===== config.mk =====
export PLATFORM = sky130hd
export DESIGN_NAME = edge_balanced_range_partitioner_top_flat
export DESIGN_NICKNAME = d
export VERILOG_FILES = /design/src/hw/rtl/ebrp_pkg.sv /design/src/hw/rtl/ebrp_ifs.sv /design/src/hw/rtl/ebrp_core.sv /design/src/hw/rtl/ebrp_result_queue.sv /design/src/hw/rtl/edge_balanced_range_partitioner_top.sv /design/src/flat_wrapper.sv
export SDC_FILE = /design/constraint.sdc
export NUM_CORES = 2
export LEC_CHECK = 0
export BUFFER_PORTS_ARGS = -buffer_cell sky130_fd_sc_hd__buf_2
export CORE_UTILIZATION = 50
export CTS_CLUSTER_SIZE = 24
export DETAILED_ROUTE_END_ITERATION = 8
export PLACE_DENSITY = 0.68
export SLEW_MARGIN = 15
export SYNTH_ARGS = -nofsm -noshare
export SYNTH_HDL_FRONTEND = slang
export SYNTH_SLANG_ARGS = --single-unit
export TNS_END_PERCENT = 100

===== constraint.sdc =====
create_clock -name clk -period 24.4 [get_ports clk]
set_clock_uncertainty 0.1 [all_clocks]
set_input_delay 4.88 -clock clk [delete_from_list [all_inputs] [get_ports clk]]
set_output_delay 4.88 -clock clk [all_outputs]
set_load 0.005 [all_outputs]

===== src/hw/rtl/ebrp_pkg.sv =====
// ----------------------------------------------------------------------------
// ebrp_pkg: shared definitions for the edge balanced range partitioner
// Widths of node ids and counters, the result word and the push bundle that
// carries up to three results from the core into the result queue.
// ----------------------------------------------------------------------------
package ebrp_pkg;

  // Node id and edge counter widths.
  localparam int NODE_ID_BITS = 32;
  localparam int COUNT_BITS   = 32;
  // The threshold carries one bit more than the counters and saturates.
  localparam int THR_BITS     = COUNT_BITS + 1;

  // One input word causes at most this many results.
  localparam int MAX_RESULTS  = 3;
  // Result queue depth and the width of its fill count.
  localparam int QUEUE_DEPTH  = 4;
  localparam int QCNT_BITS    = $clog2(QUEUE_DEPTH + 1);
  localparam int QIDX_BITS    = $clog2(QUEUE_DEPTH);
  localparam int PCNT_BITS    = $clog2(MAX_RESULTS + 1);

  // One result word.
  typedef struct packed {
    logic [NODE_ID_BITS-1:0] first_node;
    logic [COUNT_BITS-1:0]   node_total;
    logic [COUNT_BITS-1:0]   edge_total;
    logic                    is_end_bound;
    logic                    last_result;
  } result_t;

  // Results produced by one processed input word, in order from entry 0.
  typedef struct packed {
    logic [PCNT_BITS-1:0]              count;
    result_t [MAX_RESULTS-1:0]         res;
  } push_t;

endpackage


===== src/hw/rtl/ebrp_ifs.sv =====
// ----------------------------------------------------------------------------
// ebrp_ifs: stream channels of the edge balanced range partitioner
// Input channel with one edge per word and result channel with one
// partition record per word, both valid/ready.
// ----------------------------------------------------------------------------
interface ebrp_in_if;
  logic                              valid;
  logic                              ready;
  logic [ebrp_pkg::NODE_ID_BITS-1:0] target_node;
  logic                              last_edge;

  modport source (output valid, output target_node, output last_edge, input ready);
  modport sink   (input valid, input target_node, input last_edge, output ready);
endinterface

interface ebrp_out_if;
  logic                              valid;
  logic                              ready;
  logic [ebrp_pkg::NODE_ID_BITS-1:0] first_node;
  logic [ebrp_pkg::COUNT_BITS-1:0]   node_total;
  logic [ebrp_pkg::COUNT_BITS-1:0]   edge_total;
  logic                              is_end_bound;
  logic                              last_result;

  modport source (output valid, output first_node, output node_total, output edge_total,
                  output is_end_bound, output last_result, input ready);
  modport sink   (input valid, input first_node, input node_total, input edge_total,
                  input is_end_bound, input last_result, output ready);
endinterface


===== src/hw/rtl/ebrp_core.sv =====
// ----------------------------------------------------------------------------
// ebrp_core: input register, running partition state and cut decision
// Holds one edge word in an input register, decides in one pass whether the
// open partition closes, and hands all results of that word to the queue.
// ----------------------------------------------------------------------------
module ebrp_core (
  input  logic                            clk,
  input  logic                            rst_n,
  // Input word.
  input  logic                            in_valid,
  output logic                            in_ready,
  input  logic [ebrp_pkg::NODE_ID_BITS-1:0] in_node,
  input  logic                            in_last,
  // Quota register write.
  input  logic                            cfg_we,
  input  logic [ebrp_pkg::COUNT_BITS-1:0] cfg_wdata,
  // Result queue side.
  input  logic                            room,
  output ebrp_pkg::push_t                 push
);
  import ebrp_pkg::*;

  // Input register.
  logic                    vld_r;
  logic [NODE_ID_BITS-1:0] node_r;
  logic                    last_r;

  // Running state.
  logic [COUNT_BITS-1:0]   epp_r;
  logic [COUNT_BITS-1:0]   seen_r, seen_nxt;
  logic [COUNT_BITS-1:0]   ebn_r, ebn_nxt;
  logic [NODE_ID_BITS-1:0] open_r, open_nxt;
  logic                    ov_r, ov_nxt;
  logic [THR_BITS-1:0]     thr_r, thr_nxt;
  logic [NODE_ID_BITS-1:0] pf_r, pf_nxt;
  logic [COUNT_BITS-1:0]   pn_r, pn_nxt;
  logic [COUNT_BITS-1:0]   pe_r, pe_nxt;

  logic process;
  logic new_node, cut, move;
  logic [COUNT_BITS-1:0]   tail;
  logic [THR_BITS:0]       twice_thr, mid_sum, thr_sum;
  logic [THR_BITS-1:0]     thr_step;
  logic [NODE_ID_BITS-1:0] pf0, pf1;
  logic [COUNT_BITS-1:0]   pn0, pn1, pn2, pe0, pe1, pe2;
  result_t                 cut_res, part_res, mark_res;

  assign process  = vld_r && room;
  assign in_ready = !vld_r || room;

  // Cut decision and next partition state for the registered word.
  always_comb begin
    new_node  = !ov_r || (open_r != node_r);
    cut       = ov_r && new_node && ({1'b0, seen_r} >= thr_r);
    tail      = seen_r - ebn_r;
    // The previous node moves on when twice the threshold is below the sum
    // of its first and one-past-last edge counts.
    twice_thr = {thr_r, 1'b0};
    mid_sum   = {2'b00, ebn_r} + {2'b00, seen_r};
    move      = twice_thr < mid_sum;
    // Threshold step saturates at the all-ones value.
    thr_sum   = {1'b0, thr_r} + {2'b00, epp_r};
    thr_step  = thr_sum[THR_BITS] ? {THR_BITS{1'b1}} : thr_sum[THR_BITS-1:0];

    pf0 = ov_r ? pf_r : node_r;
    pn0 = ov_r ? pn_r : '0;
    pe0 = ov_r ? pe_r : '0;

    cut_res.first_node   = pf0;
    cut_res.node_total   = move ? pn0 - COUNT_BITS'(1) : pn0;
    cut_res.edge_total   = move ? pe0 - tail : pe0;
    cut_res.is_end_bound = 1'b0;
    cut_res.last_result  = !last_r;

    pf1     = pf0;
    pn1     = pn0;
    pe1     = pe0;
    thr_nxt = thr_r;
    if (cut) begin
      pf1     = move ? open_r : node_r;
      pn1     = move ? COUNT_BITS'(1) : '0;
      pe1     = move ? tail : '0;
      thr_nxt = thr_step;
    end

    pn2      = new_node ? pn1 + COUNT_BITS'(1) : pn1;
    ebn_nxt  = new_node ? seen_r : ebn_r;
    open_nxt = node_r;
    ov_nxt   = 1'b1;
    pe2      = pe1 + COUNT_BITS'(1);
    seen_nxt = seen_r + COUNT_BITS'(1);
    pf_nxt   = pf1;
    pn_nxt   = pn2;
    pe_nxt   = pe2;

    part_res.first_node   = pf1;
    part_res.node_total   = pn2;
    part_res.edge_total   = pe2;
    part_res.is_end_bound = 1'b0;
    part_res.last_result  = 1'b0;

    mark_res.first_node   = node_r + NODE_ID_BITS'(1);
    mark_res.node_total   = '0;
    mark_res.edge_total   = '0;
    mark_res.is_end_bound = 1'b1;
    mark_res.last_result  = 1'b1;

    // The stream end clears the running state; the threshold takes the quota.
    if (last_r) begin
      seen_nxt = '0;
      ebn_nxt  = '0;
      open_nxt = '0;
      ov_nxt   = 1'b0;
      thr_nxt  = {1'b0, epp_r};
      pf_nxt   = '0;
      pn_nxt   = '0;
      pe_nxt   = '0;
    end

    // Pack the results in order: closed partition, open partition, marker.
    push.count  = '0;
    push.res[0] = cut ? cut_res : part_res;
    push.res[1] = cut ? part_res : mark_res;
    push.res[2] = mark_res;
    if (process) begin
      push.count = PCNT_BITS'({1'b0, cut} + {last_r, 1'b0});
    end
  end

  // Input register load.
  always_ff @(posedge clk) begin
    if (!rst_n) begin
      vld_r <= 1'b0;
    end else if (in_ready) begin
      vld_r <= in_valid;
    end
    if (in_ready && in_valid) begin
      node_r <= in_node;
      last_r <= in_last;
    end
  end

  // Running state update and quota register.
  always_ff @(posedge clk) begin
    if (!rst_n) begin
      epp_r  <= COUNT_BITS'(1);
      seen_r <= '0;
      ebn_r  <= '0;
      open_r <= '0;
      ov_r   <= 1'b0;
      thr_r  <= THR_BITS'(1);
      pf_r   <= '0;
      pn_r   <= '0;
      pe_r   <= '0;
    end else begin
      if (process) begin
        seen_r <= seen_nxt;
        ebn_r  <= ebn_nxt;
        open_r <= open_nxt;
        ov_r   <= ov_nxt;
        thr_r  <= thr_nxt;
        pf_r   <= pf_nxt;
        pn_r   <= pn_nxt;
        pe_r   <= pe_nxt;
      end
      // The threshold follows the quota only before the first edge.
      if (cfg_we) begin
        epp_r <= cfg_wdata;
        if (!ov_r && seen_r == '0) begin
          thr_r <= {1'b0, cfg_wdata};
        end
      end
    end
  end

endmodule


===== src/hw/rtl/ebrp_result_queue.sv =====
// ----------------------------------------------------------------------------
// ebrp_result_queue: shifting result queue
// Four result entries that drain from entry zero; up to three words are
// appended together behind what stays after the current pop.
// ----------------------------------------------------------------------------
module ebrp_result_queue (
  input  logic                  clk,
  input  logic                  rst_n,
  input  ebrp_pkg::push_t       push,
  output logic                  room,
  output logic                  out_valid,
  input  logic                  out_ready,
  output ebrp_pkg::result_t     out_word
);
  import ebrp_pkg::*;

  result_t                q_r   [QUEUE_DEPTH];
  result_t                q_nxt [QUEUE_DEPTH];
  logic [QCNT_BITS-1:0]   cnt_r, cnt_nxt;
  logic [QCNT_BITS-1:0]   base;
  logic [QCNT_BITS-1:0]   slot;
  logic                   pop;

  assign out_valid = cnt_r != '0;
  assign out_word  = q_r[0];
  assign pop       = out_valid && out_ready;
  assign base      = cnt_r - QCNT_BITS'(pop);
  // Room for a full set of results after this cycle's pop.
  assign room      = base <= QCNT_BITS'(QUEUE_DEPTH - MAX_RESULTS);
  assign cnt_nxt   = base + QCNT_BITS'(push.count);

  // Shift on pop, then append the pushed words.
  always_comb begin
    slot = '0;
    for (int i = 0; i < QUEUE_DEPTH; i++) begin
      if (pop && i < QUEUE_DEPTH - 1) begin
        q_nxt[i] = q_r[QIDX_BITS'(i + 1)];
      end else begin
        q_nxt[i] = q_r[i];
      end
      slot = QCNT_BITS'(i) - base;
      if (QCNT_BITS'(i) >= base && slot < QCNT_BITS'(push.count)) begin
        q_nxt[i] = push.res[slot[1:0]];
      end
    end
  end

  always_ff @(posedge clk) begin
    if (!rst_n) begin
      cnt_r <= '0;
    end else begin
      cnt_r <= cnt_nxt;
    end
    for (int i = 0; i < QUEUE_DEPTH; i++) begin
      q_r[i] <= q_nxt[i];
    end
  end

endmodule


===== src/hw/rtl/edge_balanced_range_partitioner_top.sv =====
// ----------------------------------------------------------------------------
// edge_balanced_range_partitioner_top: edge balanced range partitioner
// Cuts a sorted stream of edge target nodes into contiguous node ranges of
// about one quota of edges each; emits a record per range and an end marker.
// ----------------------------------------------------------------------------
// The block accepts one edge word per clock cycle unless held by the result
// queue. Each word passes through an input register and one pass of compare
// and add logic against the running counters, and its results (none, a closed
// partition, and on the final edge the open partition and the end marker)
// enter a four-entry result queue that drains one record per cycle while the
// output is ready. Input is taken while the input register is empty or the
// queue, after the current pop, holds at most one record; with the output
// always ready, a stream that produces at most one record per edge keeps the
// full rate, and an edge that yields several records can hold the next edge.
// The quota register is to be written by the user through cfg_we and cfg_wdata
// only while the block is idle; the block itself does not enforce this. Before
// the first edge of a stream a quota write also reloads the cut threshold.
module edge_balanced_range_partitioner_top (
  input  logic                            clk,
  input  logic                            rst_n,
  ebrp_in_if.sink                         in_ch,
  ebrp_out_if.source                      out_ch,
  input  logic                            cfg_we,
  input  logic [ebrp_pkg::COUNT_BITS-1:0] cfg_wdata
);
  import ebrp_pkg::*;

  push_t   push;
  logic    room;
  result_t out_word;

  // Input register, state and cut logic.
  ebrp_core u_core (
    .clk       (clk),
    .rst_n     (rst_n),
    .in_valid  (in_ch.valid),
    .in_ready  (in_ch.ready),
    .in_node   (in_ch.target_node),
    .in_last   (in_ch.last_edge),
    .cfg_we    (cfg_we),
    .cfg_wdata (cfg_wdata),
    .room      (room),
    .push      (push)
  );

  // Result queue toward the output channel.
  ebrp_result_queue u_queue (
    .clk       (clk),
    .rst_n     (rst_n),
    .push      (push),
    .room      (room),
    .out_valid (out_ch.valid),
    .out_ready (out_ch.ready),
    .out_word  (out_word)
  );

  assign out_ch.first_node   = out_word.first_node;
  assign out_ch.node_total   = out_word.node_total;
  assign out_ch.edge_total   = out_word.edge_total;
  assign out_ch.is_end_bound = out_word.is_end_bound;
  assign out_ch.last_result  = out_word.last_result;

endmodule


===== src/flat_wrapper.sv =====
// flat-port wrapper written by rule: the top's interface ports become plain ports
module edge_balanced_range_partitioner_top_flat import ebrp_pkg::*;
  (clk, rst_n, cfg_we, cfg_wdata, in_ch_valid, in_ch_target_node, in_ch_last_edge, in_ch_ready, out_ch_valid, out_ch_first_node, out_ch_node_total, out_ch_edge_total, out_ch_is_end_bound, out_ch_last_result, out_ch_ready);
  ebrp_in_if in_ch_i ();
  ebrp_out_if out_ch_i ();
  input  logic clk;
  input  logic rst_n;
  input  logic cfg_we;
  input  logic [ebrp_pkg::COUNT_BITS-1:0] cfg_wdata;
  input wire logic [$bits(in_ch_i.valid)-1:0] in_ch_valid;
  input wire logic [$bits(in_ch_i.target_node)-1:0] in_ch_target_node;
  input wire logic [$bits(in_ch_i.last_edge)-1:0] in_ch_last_edge;
  output wire logic [$bits(in_ch_i.ready)-1:0] in_ch_ready;
  output wire logic [$bits(out_ch_i.valid)-1:0] out_ch_valid;
  output wire logic [$bits(out_ch_i.first_node)-1:0] out_ch_first_node;
  output wire logic [$bits(out_ch_i.node_total)-1:0] out_ch_node_total;
  output wire logic [$bits(out_ch_i.edge_total)-1:0] out_ch_edge_total;
  output wire logic [$bits(out_ch_i.is_end_bound)-1:0] out_ch_is_end_bound;
  output wire logic [$bits(out_ch_i.last_result)-1:0] out_ch_last_result;
  input wire logic [$bits(out_ch_i.ready)-1:0] out_ch_ready;
  assign in_ch_i.valid = in_ch_valid;
  assign in_ch_i.target_node = in_ch_target_node;
  assign in_ch_i.last_edge = in_ch_last_edge;
  assign in_ch_ready = in_ch_i.ready;
  assign out_ch_valid = out_ch_i.valid;
  assign out_ch_first_node = out_ch_i.first_node;
  assign out_ch_node_total = out_ch_i.node_total;
  assign out_ch_edge_total = out_ch_i.edge_total;
  assign out_ch_is_end_bound = out_ch_i.is_end_bound;
  assign out_ch_last_result = out_ch_i.last_result;
  assign out_ch_i.ready = out_ch_ready;
  edge_balanced_range_partitioner_top u_core (.clk(clk), .rst_n(rst_n), .in_ch(in_ch_i), .out_ch(out_ch_i), .cfg_we(cfg_we), .cfg_wdata(cfg_wdata));
endmodule

==> impl_metrics.toml <==
[synth]
ys_types = 102
synth-seq-area-share_pct = 40.2
synthTopCellsByCount = "nand2_1, o21ai_0, edfxtp_1"
synth.cell_area_sq_um = 44700
synth_fp_nets = 5483
synth_most_common_cell = "nand2_1"
syn-instance-count = 5197
synth_edf_count = 425
yosys.area.top_type_share_pct = 28.5
ys_seq_elements = 687
yosysTopAreaCell = "edfxtp_1"
synth-main-ff-cell = "edfxtp_1"
async_flop_share_pct = 0
yosys_warnings = 0
syn-mean-instance-area_sq_um = 8.61
synth.area.top_cells = "edfxtp_1, dfxtp_1, nand2_1, ha_1, o21ai_0"

[route]
antenna_left = 0
drt_iter0_markers = 4573
wl_microns = 134000
firstDrtPassIters = 9
drc = 58
viasPerCell = 6.10
wl_per_cell_microns = 21.0
dr_total_vias = 38840

[timing]
max_slew.worst_pin.slew_ns = 1.25
rsz0062_at_grt = "no"
final_hold_viol_count = 0
min_period_ns = 12.20
fin_crit_sh_pct = 50.0
setup_tns_ns = 0
setup_viol = 0
slew_viol_final = 0
timing.fmax_mhz = 82.0
slew_headroom_pct = 16.5

[setup_path]
startpoint = "out_ch_ready"
r2r_setup_slack_ns = 14.05
required_ns = 19.42
critPathKind = "input pin to output port"
regToRegEndpoint = "u_core.u_queue.q_r[2][32]"
arrival_ns = 7.22
crit_fanout = 6
cp-end-kind = "output port"
timing.rr.start = "u_core.u_core.seen_r[0]"
startpoint_type = "input pin"
r2r_cells = 34
critPathCapture = "in_ch_ready"

[global_routing]
grt_antenna_before_repair = 1
grt_overflow = 0
grt_start_max_net_pins = 157
groute.usage.overall_pct = 28.9
grt_pass1_vias = 34326
grt_pass1_wl_microns = 205000

[die]
die_h_microns = 301
rows = 109
start_util_pct = 50.5
coreArea_sq_um = 88500
dieArea_sq_um = 90700
die_w_microns = 301
io_pins = 170

[cells_and_area]
utilization_pct = 55.0
nets = 5418
drive_gt1_share_pct = 8.58
area_growth_pct = 8.88

[cts]
cts_buffers = 79
clk_pin_slew_ns = 0.06
cts_tree = "built"
h-tree-depth = 3
clk_latency_ns = 0.68
cts-root-buf = "clkbuf_16"
cts_resized = 0
clock_path_buffers = 3
hold_buffers = 0
cts.sinks = 687
cts_setup_buffers = 0

[run_status]
status = "complete, but fails checks"
violations = "DRC"

[pwr]
irDropWorstVdd_v = 0.000251
p_switching_uw = 2970
power_leakage_uw = 0.0186
powerDensity_nw_per_um2 = 137
switching_share_pct = 44.5
power_frac_comb_pct = 48.3
seq_power_share_pct = 33.6
power.internal_uw = 3700
pwr-share-clk_pct = 18.1

[placement]
dp_hpwl_microns = 95200
gp_congestion = 0.946
numPortBuffers = 169

[flow_run]
drv_cap = 0

[worst_hold_path]
hold_path_class = "flop to flop"
worstHoldStart = "u_core.u_core.pf_r[17]"
## cell families after synthesis
family          synth area share [%]
flops                           40.2
compound gates                  21.3
xor+xnor                        4.74
simple gates                    20.0
buf+inv                         4.83
fa+ha+maj                       6.12
mux                             2.79
## critical path: stages
cell and delay [ns]:
buf_2 0.10, nand2_1 0.31, inv_1 0.15, ha_4 0.19
ha_4 0.15, xor2_1 0.42, inv_1 0.16, ha_1 0.37
nand2b_1 0.30, buf_2 0.17
## cell usage in the layout (no fill, tap or decap), drive strengths merged, types with 48 or more instances in the layout
master and instances:
inv 178, a21oi 308, a22oi 80, a31oi 55, nor2b 159, o21a 61, and3 60, edfxtp 425
clkbuf 106, o21ai 495, nand2 725, nand2b 55, dfxtp 262, buf 220, nor2 404, mux2i 93
and2 60, ha 211, nand4 52, a21o 48, o211ai 69, xnor2 150, nor3 100, nand3 130
xor2 92
## how the worst min path moves through the flow
stage               cells past startpoint                      to
finish                                  2  u_core.u_core.pf_r[17]
CTS                                     2  u_core.u_core.pf_r[20]
global placement                        2  u_core.u_core.pf_r[26]
global route                            2  u_core.u_core.pf_r[16]
detailed placement                      2  u_core.u_core.pf_r[20]
floorplan                               1  u_core.u_core.pe_r[30]
## metrics by stage
step	hold slack [ns]	cells	setup WS (ns)	total power [uW]	area (sq um)
6_report	0.360	6364	12.20	6670	48700
5_1_grt	0.383	6363	12.13	7120	48700
4_1_cts	0.361	6363	12.25	6660	48700
2_1_floorplan	0.334	5197	10.16	4560	44700
3_3_place_gp	0.346	6216	12.27	5370	46100
3_5_place_dp	0.353	6216	12.26	5450	46100
## metal layers
layer	vias to the layer above	wire [microns]	track usage, %
met5	-	0	0
met4	0	2850	7.47
met3	158	12500	4.18
met2	1681	55600	41.4
met1	18377	62900	45.0
li1	18624	-	-
## sequential cells by signal, indices dropped and copies added (netlist names), 3 cells and up
signal,flops
u_core.u_core.node_r,32
u_core.u_core.pn_r,32
u_core.u_core.pe_r,32
u_core.u_core.ebn_r,32
u_core.u_core.open_r,32
u_core.u_queue.q_r,392
u_core.u_core.epp_r,32
u_core.u_core.pf_r,32
u_core.u_core.thr_r,33
u_core.u_queue.cnt_r,3
u_core.u_core.seen_r,32
## power groups by stage
stage	clock network, uW	registers (uW)	logic (uW)
detailed placement	0	2260	3190
floorplan	0	2300	2250
global placement	0	2250	3120
global route	1270	2280	3570
CTS	1220	2240	3190
finish	1210	2240	3230
## layout make-up
class | instances | area [sq um]
Inverter | 178 | 669
Multi-Input combinational cell | 3966 | 24700
Clock inverter | 41 | 449
Fill cell | 8011 | 39800
Clock buffer | 106 | 2170
Sequential cell | 687 | 18000
Tap cell | 1165 | 1460
Timing Repair Buffer | 220 | 1250
Antenna cell | 1 | 2.50
Note: power is estimated with default switching activity, not from simulation.
